<file path="src/design/xtea_pkg.sv">
// ----------------------------------------------------------------------------
// xtea_pkg
// Shared types, constants and round function of the XTEA nibble stream
// encryptor.
// ----------------------------------------------------------------------------
package xtea_pkg;

  localparam int ROUND_CYCLES = 2;
  localparam int RND_W = $clog2(ROUND_CYCLES + 1);

  localparam int BLOCK_LEN = 8;
  localparam int FILL_W = $clog2(BLOCK_LEN);

  localparam int CFG_INDEX_W = 3;
  localparam logic [CFG_INDEX_W-1:0] REG_DELTA = 3'd0;
  localparam logic [CFG_INDEX_W-1:0] REG_KEY0 = 3'd1;
  localparam logic [CFG_INDEX_W-1:0] REG_KEY1 = 3'd2;
  localparam logic [CFG_INDEX_W-1:0] REG_KEY2 = 3'd3;
  localparam logic [CFG_INDEX_W-1:0] REG_KEY3 = 3'd4;

  localparam logic [31:0] DELTA_RESET = 32'h0000_0000;
  localparam logic [31:0] KEY0_RESET = 32'h3246_4741;
  localparam logic [31:0] KEY1_RESET = 32'h1113_1519;
  localparam logic [31:0] KEY2_RESET = 32'h2623_2528;
  localparam logic [31:0] KEY3_RESET = 32'h4245_4649;

  localparam logic [31:0] SHIFT_MASK = 32'h07ff_ffff;
  localparam logic [7:0] NIBBLE_BASE = 8'h30;
  localparam logic [7:0] TERMINATOR = 8'hFA;

  typedef struct packed {
    logic [7:0] in_byte;
    logic       in_last;
  } xtea_in_t;

  typedef struct packed {
    logic [7:0] out_char;
    logic       out_last;
  } xtea_out_t;

  typedef struct packed {
    logic       accept;
    logic       load;
    logic       round_a;
    logic       round_b;
    logic       emit_char;
    logic       emit_term;
    logic [3:0] nib_idx;
  } xtea_cmd_t;

  typedef struct packed {
    logic block_full;
  } xtea_sts_t;

  function automatic logic [31:0] xtea_f(input logic [31:0] x, input logic [31:0] s,
                                         input logic [31:0] k);
    logic [31:0] mixed;
    mixed = ((x << 4) ^ ((x >> 5) & SHIFT_MASK)) + x;
    return mixed ^ (s + k);
  endfunction

endpackage

</file>
<file path="src/design/xtea_ctrl.sv">
// ----------------------------------------------------------------------------
// xtea_ctrl
// Controller: sequences byte collection, the cipher rounds, the character
// emission and the terminator, and owns the output valid flag.
// ----------------------------------------------------------------------------
module xtea_ctrl (
  input  logic               clk,
  input  logic               rst,
  input  logic               in_valid,
  input  logic               in_last,
  output logic               in_ready,
  input  logic               out_ready,
  output logic               out_valid,
  input  xtea_pkg::xtea_sts_t sts,
  output xtea_pkg::xtea_cmd_t cmd
);
  import xtea_pkg::*;

  localparam logic [2:0] S_IDLE = 3'd0;
  localparam logic [2:0] S_LOAD = 3'd1;
  localparam logic [2:0] S_RNDA = 3'd2;
  localparam logic [2:0] S_RNDB = 3'd3;
  localparam logic [2:0] S_EMIT = 3'd4;
  localparam logic [2:0] S_TERM = 3'd5;

  logic [2:0]       state;
  logic [2:0]       state_next;
  logic [RND_W-1:0] rnd;
  logic [RND_W-1:0] rnd_next;
  logic [3:0]       nib;
  logic [3:0]       nib_next;
  logic             last_flag;
  logic             last_flag_next;
  logic             out_valid_next;
  logic             out_free;
  logic             in_xfer;

  assign in_ready = (state == S_IDLE);
  assign in_xfer  = in_valid && in_ready;
  assign out_free = !out_valid || out_ready;

  always_comb begin
    state_next     = state;
    rnd_next       = rnd;
    nib_next       = nib;
    last_flag_next = last_flag;
    out_valid_next = out_valid && !out_ready;
    cmd            = '0;
    cmd.nib_idx    = nib;
    unique case (state)
      S_IDLE: begin
        if (in_xfer) begin
          cmd.accept     = 1'b1;
          last_flag_next = in_last;
          if (in_last || sts.block_full) begin
            state_next = S_LOAD;
          end
        end
      end
      S_LOAD: begin
        cmd.load   = 1'b1;
        rnd_next   = '0;
        state_next = S_RNDA;
      end
      S_RNDA: begin
        cmd.round_a = 1'b1;
        state_next  = S_RNDB;
      end
      S_RNDB: begin
        cmd.round_b = 1'b1;
        if (rnd == RND_W'(ROUND_CYCLES - 1)) begin
          nib_next   = '0;
          state_next = S_EMIT;
        end else begin
          rnd_next   = rnd + 1'b1;
          state_next = S_RNDA;
        end
      end
      S_EMIT: begin
        if (out_free) begin
          cmd.emit_char  = 1'b1;
          out_valid_next = 1'b1;
          nib_next       = nib + 1'b1;
          if (nib == 4'd15) begin
            state_next = last_flag ? S_TERM : S_IDLE;
          end
        end
      end
      S_TERM: begin
        if (out_free) begin
          cmd.emit_term  = 1'b1;
          out_valid_next = 1'b1;
          state_next     = S_IDLE;
        end
      end
      default: begin
        state_next = S_IDLE;
      end
    endcase
  end

  always_ff @(posedge clk) begin
    if (rst) begin
      state     <= S_IDLE;
      rnd       <= '0;
      nib       <= '0;
      last_flag <= 1'b0;
      out_valid <= 1'b0;
    end else begin
      state     <= state_next;
      rnd       <= rnd_next;
      nib       <= nib_next;
      last_flag <= last_flag_next;
      out_valid <= out_valid_next;
    end
  end

endmodule

</file>
<file path="src/design/xtea_dp.sv">
// ----------------------------------------------------------------------------
// xtea_dp
// Datapath: configuration registers, block buffer, one half-round unit and
// the output character register.
// ----------------------------------------------------------------------------
module xtea_dp (
  input  logic                               clk,
  input  logic                               rst,
  input  logic                               cfg_valid,
  input  logic [xtea_pkg::CFG_INDEX_W-1:0]   cfg_index,
  input  logic [31:0]                        cfg_data,
  input  xtea_pkg::xtea_in_t                 in_data,
  input  xtea_pkg::xtea_cmd_t                cmd,
  output xtea_pkg::xtea_sts_t                sts,
  output xtea_pkg::xtea_out_t                out_data
);
  import xtea_pkg::*;

  logic [31:0]       delta;
  logic [31:0]       key_word [4];
  logic [7:0]        block_bytes [BLOCK_LEN];
  logic [FILL_W-1:0] fill;
  logic [31:0]       v0;
  logic [31:0]       v1;
  logic [31:0]       sum;
  logic [1:0]        key_sel;
  logic [31:0]       f_out;
  logic [63:0]       cipher;
  logic [3:0]        nib_val;
  logic [3:0]        nib_pos;

  assign sts.block_full = (fill == FILL_W'(BLOCK_LEN - 1));

  always_ff @(posedge clk) begin
    if (rst) begin
      delta       <= DELTA_RESET;
      key_word[0] <= KEY0_RESET;
      key_word[1] <= KEY1_RESET;
      key_word[2] <= KEY2_RESET;
      key_word[3] <= KEY3_RESET;
    end else if (cfg_valid) begin
      unique case (cfg_index)
        REG_DELTA: delta       <= cfg_data;
        REG_KEY0:  key_word[0] <= cfg_data;
        REG_KEY1:  key_word[1] <= cfg_data;
        REG_KEY2:  key_word[2] <= cfg_data;
        REG_KEY3:  key_word[3] <= cfg_data;
        default: begin
        end
      endcase
    end
  end

  always_ff @(posedge clk) begin
    if (rst) begin
      fill <= '0;
      for (int i = 0; i < BLOCK_LEN; i++) begin
        block_bytes[i] <= '0;
      end
    end else if (cmd.accept) begin
      block_bytes[fill] <= in_data.in_byte;
      fill              <= fill + 1'b1;
    end else if (cmd.load) begin
      fill <= '0;
      for (int i = 0; i < BLOCK_LEN; i++) begin
        block_bytes[i] <= '0;
      end
    end
  end

  assign key_sel = cmd.round_b ? sum[12:11] : sum[1:0];
  assign f_out   = xtea_f(cmd.round_b ? v0 : v1, sum, key_word[key_sel]);

  always_ff @(posedge clk) begin
    if (cmd.load) begin
      v0  <= {block_bytes[3], block_bytes[2], block_bytes[1], block_bytes[0]};
      v1  <= {block_bytes[7], block_bytes[6], block_bytes[5], block_bytes[4]};
      sum <= '0;
    end else if (cmd.round_a) begin
      v0  <= v0 + f_out;
      sum <= sum + delta;
    end else if (cmd.round_b) begin
      v1 <= v1 + f_out;
    end
  end

  assign cipher  = {v1, v0};
  assign nib_pos = {cmd.nib_idx[3:1], ~cmd.nib_idx[0]};
  assign nib_val = cipher[{nib_pos, 2'b00} +: 4];

  always_ff @(posedge clk) begin
    if (cmd.emit_char) begin
      out_data.out_char <= {4'd0, nib_val} + NIBBLE_BASE;
      out_data.out_last <= 1'b0;
    end else if (cmd.emit_term) begin
      out_data.out_char <= TERMINATOR;
      out_data.out_last <= 1'b1;
    end
  end

endmodule

</file>
<file path="src/design/xtea_nibble_stream_encryptor_core.sv">
// ----------------------------------------------------------------------------
// xtea_nibble_stream_encryptor_core
// Collects message bytes into 8-byte blocks, encrypts each block with
// ROUND_CYCLES rounds of XTEA and sends the cipher text as nibble characters.
//
// Input channel (in_valid/in_ready/in_data) takes one byte per transfer with
// a last flag. Output channel (out_valid/out_ready/out_data) delivers one
// character per transfer: 0x30..0x3F per nibble, and 0xFA with out_last set
// after the final block of a message. The configuration channel writes the
// delta (index 0) and key words 0..3 (indexes 1..4); other indexes are
// ignored, and writes are always taken.
// A byte that does not complete a block is accepted in the idle state. A
// completing or last byte is followed by the block load, ROUND_CYCLES rounds
// of the single half-round unit, then 16 output transfers (17 with the
// terminator), one per cycle while the receiver is ready. No new byte is
// taken until the last character of the block is in the output register.
// A stalled receiver holds the output register and stops emission.
// Reset restores the default key, zero delta and an empty block buffer.
// ----------------------------------------------------------------------------
module xtea_nibble_stream_encryptor_core (
  input  logic                             clk,
  input  logic                             rst,
  input  logic                             in_valid,
  output logic                             in_ready,
  input  xtea_pkg::xtea_in_t               in_data,
  output logic                             out_valid,
  input  logic                             out_ready,
  output xtea_pkg::xtea_out_t              out_data,
  input  logic                             cfg_valid,
  output logic                             cfg_ready,
  input  logic [xtea_pkg::CFG_INDEX_W-1:0] cfg_index,
  input  logic [31:0]                      cfg_data
);
  import xtea_pkg::*;

  xtea_cmd_t cmd;
  xtea_sts_t sts;

  assign cfg_ready = 1'b1;

  xtea_ctrl u_ctrl (
    .clk       (clk),
    .rst       (rst),
    .in_valid  (in_valid),
    .in_last   (in_data.in_last),
    .in_ready  (in_ready),
    .out_ready (out_ready),
    .out_valid (out_valid),
    .sts       (sts),
    .cmd       (cmd)
  );

  xtea_dp u_dp (
    .clk       (clk),
    .rst       (rst),
    .cfg_valid (cfg_valid),
    .cfg_index (cfg_index),
    .cfg_data  (cfg_data),
    .in_data   (in_data),
    .cmd       (cmd),
    .sts       (sts),
    .out_data  (out_data)
  );

endmodule

</file>
<file path="config.mk">
export PLATFORM = sky130hd
export DESIGN_NAME = xtea_nibble_stream_encryptor_core
export DESIGN_NICKNAME = d
export VERILOG_FILES = /design/src/design/xtea_pkg.sv /design/src/design/xtea_ctrl.sv /design/src/design/xtea_dp.sv /design/src/design/xtea_nibble_stream_encryptor_core.sv
export SDC_FILE = /design/constraint.sdc
export NUM_CORES = 1
export LEC_CHECK = 0
export BUFFER_PORTS_ARGS = -buffer_cell sky130_fd_sc_hd__buf_2
export CORE_ASPECT_RATIO = 0.75
export CORE_MARGIN = 2
export CORE_UTILIZATION = 32
export DETAILED_ROUTE_END_ITERATION = 10
export GPL_ROUTABILITY_DRIVEN = 0
export GPL_TIMING_DRIVEN = 0
export HOLD_SLACK_MARGIN = 0.03
export SYNTH_ARGS = -nofsm -noshare
export SYNTH_HDL_FRONTEND = slang
export SYNTH_SLANG_ARGS = --single-unit
</file>
<file path="constraint.sdc">
create_clock -name clk -period 6.4 [get_ports clk]
set_clock_uncertainty 0.05 [all_clocks]
set_input_delay 0.32 -clock clk [delete_from_list [all_inputs] [get_ports clk]]
set_output_delay 0.32 -clock clk [all_outputs]
set_load 0.02 [all_outputs]
</file>
# After elaboration in Yosys (flattened, before gate mapping)
# Memories as Yosys holds them, arrays and structs flattened.
# Index checks and enable logic that the tools add are counted.
op_classes:
  eq_ne: 20
  div: 0
  multipliers: 0
  n_shift: 1
  order_cmp: 0
  n_addsub: 9
  reduce_logical: 22
  n_bitwise: 15
  n_mux: 74
op_table:
  columns: ["operator", "count"]
  rows:
  - ["32-bit 2-to-1 mux", 10]
  - ["32-bit adder", 5]
  - ["8-bit 2-to-1 mux", 9]
  - ["64-bit by 7-bit indexed part select with 4-bit output", 1]
  - ["1-bit 2-to-1 mux", 36]
  - ["32-bit by 27-bit XOR with 32-bit output", 1]
  - ["32-bit XOR", 1]
  - ["3-bit 2-to-1 mux", 10]
  - ["9-bit 2-to-1 mux", 2]
  - ["3-bit case mux with 6 select lines", 1]
  - ["3-bit by 2-bit equality test with 1-bit output (second input constant)", 4]
  - ["3-bit equality test (second input constant)", 4]
  - ["1-bit bitwise OR", 12]
  - ["2-bit nonzero test", 6]
  - ["2-bit by 1-bit inequality test with 1-bit output (second input constant)", 5]
  - ["4-bit 2-to-1 mux", 2]
  - ["4-bit case mux with 2 select lines", 1]
  - ["2-bit AND reduction", 4]
  - ["8-bit OR reduction", 1]
  - ["4-bit by 6-bit adder with 7-bit output (second input constant)", 1]
  - ["3-bit by 1-bit equality test with 1-bit output (second input constant)", 2]
  - ["3-bit zero test", 2]
  - ["2-bit inequality test (second input constant)", 3]
  - ["5-bit AND reduction", 1]
  - ["other kinds (13)", 17]
word_totals:
  mem_bits_rw: 192
  latchBits: 0
  mem_bits_ro: 0
  output_inout_bits: 12
  in_bits: 49
  n_memories: 2
  regBits: 151
  elab_cells: 155
memory_table:
  columns: ["name", "words", "word_bits", "rd", "rd_clocked_by_memory_dff", "write_ports", "line_no", "text"]
  rows:
  - ["u_dp.key_word", 4, 32, 1, 0, 4, "xtea_dp.sv:20", "logic [31:0] key_word [4];"]
  - ["u_dp.block_bytes", 8, 8, 8, 0, 8, "xtea_dp.sv:21", "logic [7:0] block_bytes [BLOCK_LEN];"]

# Longest topological paths before layout
logic_depth:
  word_depth: 10
  depth_mapped: 29
  depth_no_buf: 28

# Hierarchy
# A second synthesis with hierarchy kept.
unflattened:
  hier_cells: 2218
  hier_area_um2: 22932.0
modules_own_cells:
  columns: ["mod", "seq_area_each_um2", "area_each_um2", "cells_each", "n_inst"]
  rows:
  - ["xtea_dp", 9228.9, 22318.9, 2142, 1]
  - ["xtea_ctrl", 220.2, 601.8, 74, 1]
  - ["xtea_nibble_stream_encryptor_core", 0.0, 11.3, 2, 1]

# Worst setup path after synthesis
# No wires, ideal clock.
synth_path:
  path_type: "reg-to-reg"
  startpoint: "register u_ctrl.state[2]"
  endpoint: "register u_dp.v0[31] (data pin)"
  arrival_ps: 6775
  required_time_ps: 6090
  synth_period_minus_slack_ps: 7084
  n_path_buf: 1
  setup_ps: 260
  stages_incl_launch_ff: 28
  slack_ps: -684
  path_cell_list: "dfxtp_1 > nand2b_4 > inv_2 > nand2_8 > mux2i_4 > buf_1 > mux4_2 > ha_1 > or3_1 > o22ai_1 > o21a_1 > nand2_1 > a21o_1 > a21oi_1 > xnor2_1 > xnor2_1 > ha_1 > a21o_1 > a2111oi_0 > o21ai_0 > a211oi_1 > a21oi_1 > nand2_1 > o211ai_1 > a221o_1 > a21oi_1 > xor3_1 > mux2_2"
synth_via:
  elab_chain_cells: 9
  word_cells_on_any_way: 14
synth_rtl:
  columns: ["item", "line_no", "text"]
  rows:
  - ["from (decl)", "xtea_ctrl.sv:26", "logic [2:0] state;"]
  - ["from (signal assigned)", "xtea_ctrl.sv:110", "state <= state_next;"]
  - ["3-bit by 2-bit equality test with 1-bit output", "xtea_ctrl.sv:50", "unique case (state)"]
  - ["1-bit 2-to-1 mux", "xtea_ctrl.sv:50", null]
  - ["2-bit 2-to-1 mux or 32-bit 2-to-1 mux (tied branches)", "xtea_dp.sv:71, xtea_dp.sv:72", null]
  - ["memory 4 x 32 bit or 32-bit by 27-bit XOR with 32-bit output (tied branches)", null, null]
  - ["32-bit adder (on tied branches)", "xtea_pkg.sv:59, xtea_pkg.sv:58", null]
  - ["32-bit XOR", "xtea_pkg.sv:59", "return mixed ^ (s + k);"]
  - ["32-bit adder", "xtea_dp.sv:80", "v0 <= v0 + f_out;"]
  - ["32-bit 2-to-1 mux", "xtea_dp.sv:79", "end else if (cmd.round_a) begin"]
  - ["32-bit 2-to-1 mux (*)", "xtea_dp.sv:75", "if (cmd.load) begin"]
  - ["to (signal assigned)", "xtea_dp.sv:76", "v0 <= {block_bytes[3], block_bytes[2], block_bytes[1], block_bytes[0]};"]
  - ["to (signal assigned)", "xtea_dp.sv:80", null]
  - ["to (decl)", "xtea_dp.sv:23", "logic [31:0] v0;"]
# Mark *: on every way between the ends. The rest lies on a longest branch, timed or not. The select of a mux whose other input is x is not followed.
# A chain may end at the register's enable or synchronous reset.

# Worst setup path in the final report
# Ends and elaborated chain as after synthesis.

==> results.txt <==
----------------------------------------------------
[Worst hold path]
  Worst min-delay path class ... primary input to flop

[Logic synthesis]
  Synthesized area per cell ... just over 10 sq um
  Number of warnings printed during yosys synthesis ... 0
  Number of instances in the synthesized netlist ... roughly 2200
  Most used flip-flop cell after synthesis ... sky130_fd_sc_hd__edfxtp_1
  Yosys cell types ... 76
  Register bit count reported by yosys ... 341
  Share of the synthesized area in the top cell type ... 34.71%
  EDFF count, synth ... 262
  Sequential-to-total area share from yosys stat ... about two fifths
  Area contributors post-synth ... sky130_fd_sc_hd__edfxtp_1 (35%), sky130_fd_sc_hd__ha_1 (9.4%), sky130_fd_sc_hd__dfxtp_1 (7.0%), sky130_fd_sc_hd__xnor2_1 (5.3%), sky130_fd_sc_hd__mux4_2 (5.2%)
  Cell taking the most area after synthesis ... sky130_fd_sc_hd__edfxtp_1
  Post-Synthesis Cell Area ... about 23000 sq um
  Post-synth ARST share ... 0%
  Number of nets produced by synthesis ... roughly 2400

[Floorplan]
  Num ports ... just over 60
  Die area ... between 70000 and 80000 sq um
  Floorplan Core Area ... 70100 sq um
  Initial Util ... between 30% and 40%
  Horizontal extent of the die ... 311.3 um
  Die Y ... between 200 and 250 um
  Floorplan row count ... 84

[Drt]
  Wire length per cell after detailed routing ... about 21 um
  Number of DRC violations after detailed-routing iteration 0 ... 1694
  Per-cell via count in the routed design ... between 5 and 6
  Post-route antenna net violation count ... 0
  Total via count after detailed routing ... around 18000
  Detailed-route wire length ... around 70000 um
  DRC violations left ... 0
  Pre-Repair DR Iteration Count ... 5

[Final layout]
  Area Growth Syn to Fin ... 20.65%
  Final net count ... ~2600
  Share of cells above drive strength 1 ... 16.38%
  Antenna diode count ... 0

[Timing]
  RSZ-0062 raised after global routing ... yes
  Relative slew margins ... a little under a fifth
  Minimum setup slack in the final design ... -0.2649 ns
  Slew at the pin closest to its max-slew limit ... approximately 1.2 ns
  Final Slew Violations ... 0
  Final critical-path required period ... between 6 and 7 ns
  Hold violation total from the final report ... 0
  Highest Clock Rate ... ~150 MHz
  Worst hold margin ... between 0.06 and 0.07 ns
  Post-route fraction of the period consumed by the critical path ... 104.1%
  # setup viols final ... 2

[Worst setup path]
  Highest net fanout along the worst path ... 8
  Data required time of the worst path ... 6.66 ns
  Biggest cell delay along the critical path ... ~0.57 ns
  Crit Path Class ... flop to flop
  CP Capture Type ... flop
  Slowest cell on crit path ... sky130_fd_sc_hd__mux4_2
  Kind of launch point of the worst setup path ... flop
  Data arrival time of the critical path ... between 6 and 7 ns

[Global routing]
  Initial antenna violation count ... 1
  Overflow after GRT ... 0
  Wire length of the first global-routing pass ... around 100000 um
  Maximum number of pins on one net before global-route repair ... 33
  Number of global-route vias before repair ... around 17000
  Global routing usage summed across all routing layers ... 18.49%

[Clock tree]
  Num CTS Buffers ... 38
  Clock latency on the worst-skew pair ... roughly 0.57 ns
  Clock Sinks ... between 300 and 400
  Clock Tree Buf Depth ... 3
  Root cell of the clock tree ... sky130_fd_sc_hd__clkbuf_16
  CTS tree ... yes
  Number of H-tree levels ... 2
  CTS clock-pin slew for the worst setup and hold paths ... 0.06 ns

[Run]
  Number of violations of the max-capacitance limit ... 0

[Status]
  Result of the run ... finished with violations
  Violated checks ... negative setup slack

[Placed design]
  HPWL after detailed placement ... roughly 53000 um
  Buffers on Ports ... between 50 and 60
  Pre-CTS worst setup slack ... -1.663 ns

----------------------------------------------------
[what timing repair did]
action	CTS	global route
setup endpoints to repair	34	18
hold buffers	35	0
resized for setup	107	101
buffers inserted	35	23
pin swaps	37	38
cloned	2	0
endpoints found under the hold margin	75	0
[metrics by stage]
stage | TNS [ns] | util, % | cell area, sq um | std cells
2_1_floorplan | 0 | - | 22700 | 2218
3_3_place_gp | -20.09 | 34.49 | 24180 | 3223
3_5_place_dp | -21.51 | 34.60 | 24250 | 3226
4_1_cts | -0.06718 | 38.04 | 26670 | 3366
5_1_grt | -1.108 | 39.01 | 27350 | 3388
6_report | -0.4185 | 39.01 | 27350 | 3388
[final cells by class]
type / count / area, sq um
Buffer: 85 / 406.6
Clock buffer: 50 / 1006
Clock inverter: 19 / 133.9
Fill cell: 6760 / 42760
Inverter: 50 / 203.9
Multi-Input combinational cell: 1741 / 13750
Sequential cell: 341 / 9453
Tap cell: 946 / 1184
Timing Repair Buffer: 155 / 1205
Timing Repair inverter: 1 / 8.758
[state kept, by name, summed over array words and instances (netlist names)]
| name | count |
|---|---|
| u_dp.v0 | 32 |
| u_dp.key_word | 128 |
| u_ctrl.last_flag | 1 |
| u_ctrl.rnd | 2 |
| u_dp.sum | 32 |
| u_dp.block_bytes | 64 |
| u_dp.delta | 32 |
| u_ctrl.state | 3 |
| u_dp.out_data | 7 |
| u_ctrl.nib | 4 |
| u_dp.v1 | 32 |
| u_ctrl.out_valid | 1 |
| u_dp.fill | 3 |
[per-layer routing]
metal / vias to the layer above / wire (um) / share of wire (%) / track usage, %
met5: - / 13 / 0.019 / 0
met3: 115 / 6428 / 9.1 / 5.074
met1: 8987 / 32670 / 46 / 26.77
met4: 2 / 1673 / 2.4 / 5.133
met2: 702 / 29480 / 42 / 26.89
li1: 8510 / - / - / -
[cell usage after synthesis, types with 7 or more instances]
cell type / n
sky130_fd_sc_hd__or3_1: 40
sky130_fd_sc_hd__nor3_1: 28
sky130_fd_sc_hd__a211oi_1: 15
sky130_fd_sc_hd__inv_1: 49
sky130_fd_sc_hd__edfxtp_1: 262
sky130_fd_sc_hd__o21bai_1: 20
sky130_fd_sc_hd__xnor2_1: 136
sky130_fd_sc_hd__and2_1: 158
sky130_fd_sc_hd__nor2b_1: 17
sky130_fd_sc_hd__o21ai_0: 109
sky130_fd_sc_hd__clkbuf_1: 76
sky130_fd_sc_hd__o21ai_1: 7
sky130_fd_sc_hd__xor2_1: 66
sky130_fd_sc_hd__and3_1: 12
sky130_fd_sc_hd__o211ai_1: 14
sky130_fd_sc_hd__nand3_1: 32
sky130_fd_sc_hd__mux2_2: 18
sky130_fd_sc_hd__o31ai_1: 8
sky130_fd_sc_hd__nor2_1: 116
sky130_fd_sc_hd__mux4_2: 52
sky130_fd_sc_hd__o21a_1: 20
sky130_fd_sc_hd__buf_1: 7
sky130_fd_sc_hd__a21oi_1: 211
sky130_fd_sc_hd__mux2i_1: 22
sky130_fd_sc_hd__nand2b_1: 54
sky130_fd_sc_hd__nand4_1: 12
sky130_fd_sc_hd__nand2_1: 217
sky130_fd_sc_hd__dfxtp_1: 79
sky130_fd_sc_hd__a31oi_1: 10
sky130_fd_sc_hd__ha_1: 171
sky130_fd_sc_hd__a21o_1: 86
[cell usage in the layout, fill, tap and decap left out, types with 13 or more instances in the layout]
cell type	instances
sky130_fd_sc_hd__a21oi_2	13
sky130_fd_sc_hd__o211ai_1	14
sky130_fd_sc_hd__clkbuf_1	82
sky130_fd_sc_hd__dlygate4sd3_1	35
sky130_fd_sc_hd__xnor2_1	120
sky130_fd_sc_hd__nand2b_1	51
sky130_fd_sc_hd__nand2_1	213
sky130_fd_sc_hd__o21a_1	19
sky130_fd_sc_hd__clkbuf_16	39
sky130_fd_sc_hd__xor2_1	65
sky130_fd_sc_hd__a21o_1	86
sky130_fd_sc_hd__dfxtp_1	78
sky130_fd_sc_hd__xnor2_2	14
sky130_fd_sc_hd__or3_1	39
sky130_fd_sc_hd__mux4_2	52
sky130_fd_sc_hd__o21ai_0	96
sky130_fd_sc_hd__nor2_1	113
sky130_fd_sc_hd__and2_1	158
sky130_fd_sc_hd__inv_1	47
sky130_fd_sc_hd__ha_1	142
sky130_fd_sc_hd__a21oi_1	194
sky130_fd_sc_hd__nand3_1	29
sky130_fd_sc_hd__buf_2	59
sky130_fd_sc_hd__buf_4	54
sky130_fd_sc_hd__o21bai_1	17
sky130_fd_sc_hd__nor3_1	27
sky130_fd_sc_hd__edfxtp_1	262
sky130_fd_sc_hd__mux2_2	17
sky130_fd_sc_hd__ha_4	23
sky130_fd_sc_hd__nor2b_1	17
[cells by family (layout without fill, tap and decap cells)]
group                    count (synthesis)  in the layout  synth area share [%]
AND/OR/NAND/NOR                        712            712                 15.92
buffers and inverters                  136            360                 2.302
adder cells (fa/ha/maj)                176            176                 9.881
flip-flops                             341            341                 41.69
AO/OA/AOI/OAI                          556            556                 15.15
multiplexers                            93             93                 7.132
other                                    1              1               0.01654
XOR/XNOR                               203            203                 7.911
[final timing paths]
path                            slack [ns]  cells past startpoint          endpoint             from
worst min-delay path                  0.07                      3  u_ctrl.out_valid        out_ready
worst max-delay path                 -0.26                     30       u_dp.v0[31]  u_ctrl.state[2]
worst max register to register       -0.26                     30       u_dp.v0[31]  u_ctrl.state[2]
worst min register to register        0.41                      2     u_dp.delta[6]    u_dp.delta[6]
[worst max-delay path, delay by kind of cell (launching register included)]
kind | cells | cell delay [ns]
flops | 1 | 0.35
buf+inv | 5 | 0.56
compound gates | 10 | 1.73
xor+xnor | 3 | 0.63
mux | 3 | 1.14
simple gates | 7 | 1.31
fa+ha+maj | 2 | 0.61
Power is not shown: default switching activity piles up to over one toggle a cycle in this logic, so the estimate is an artifact.
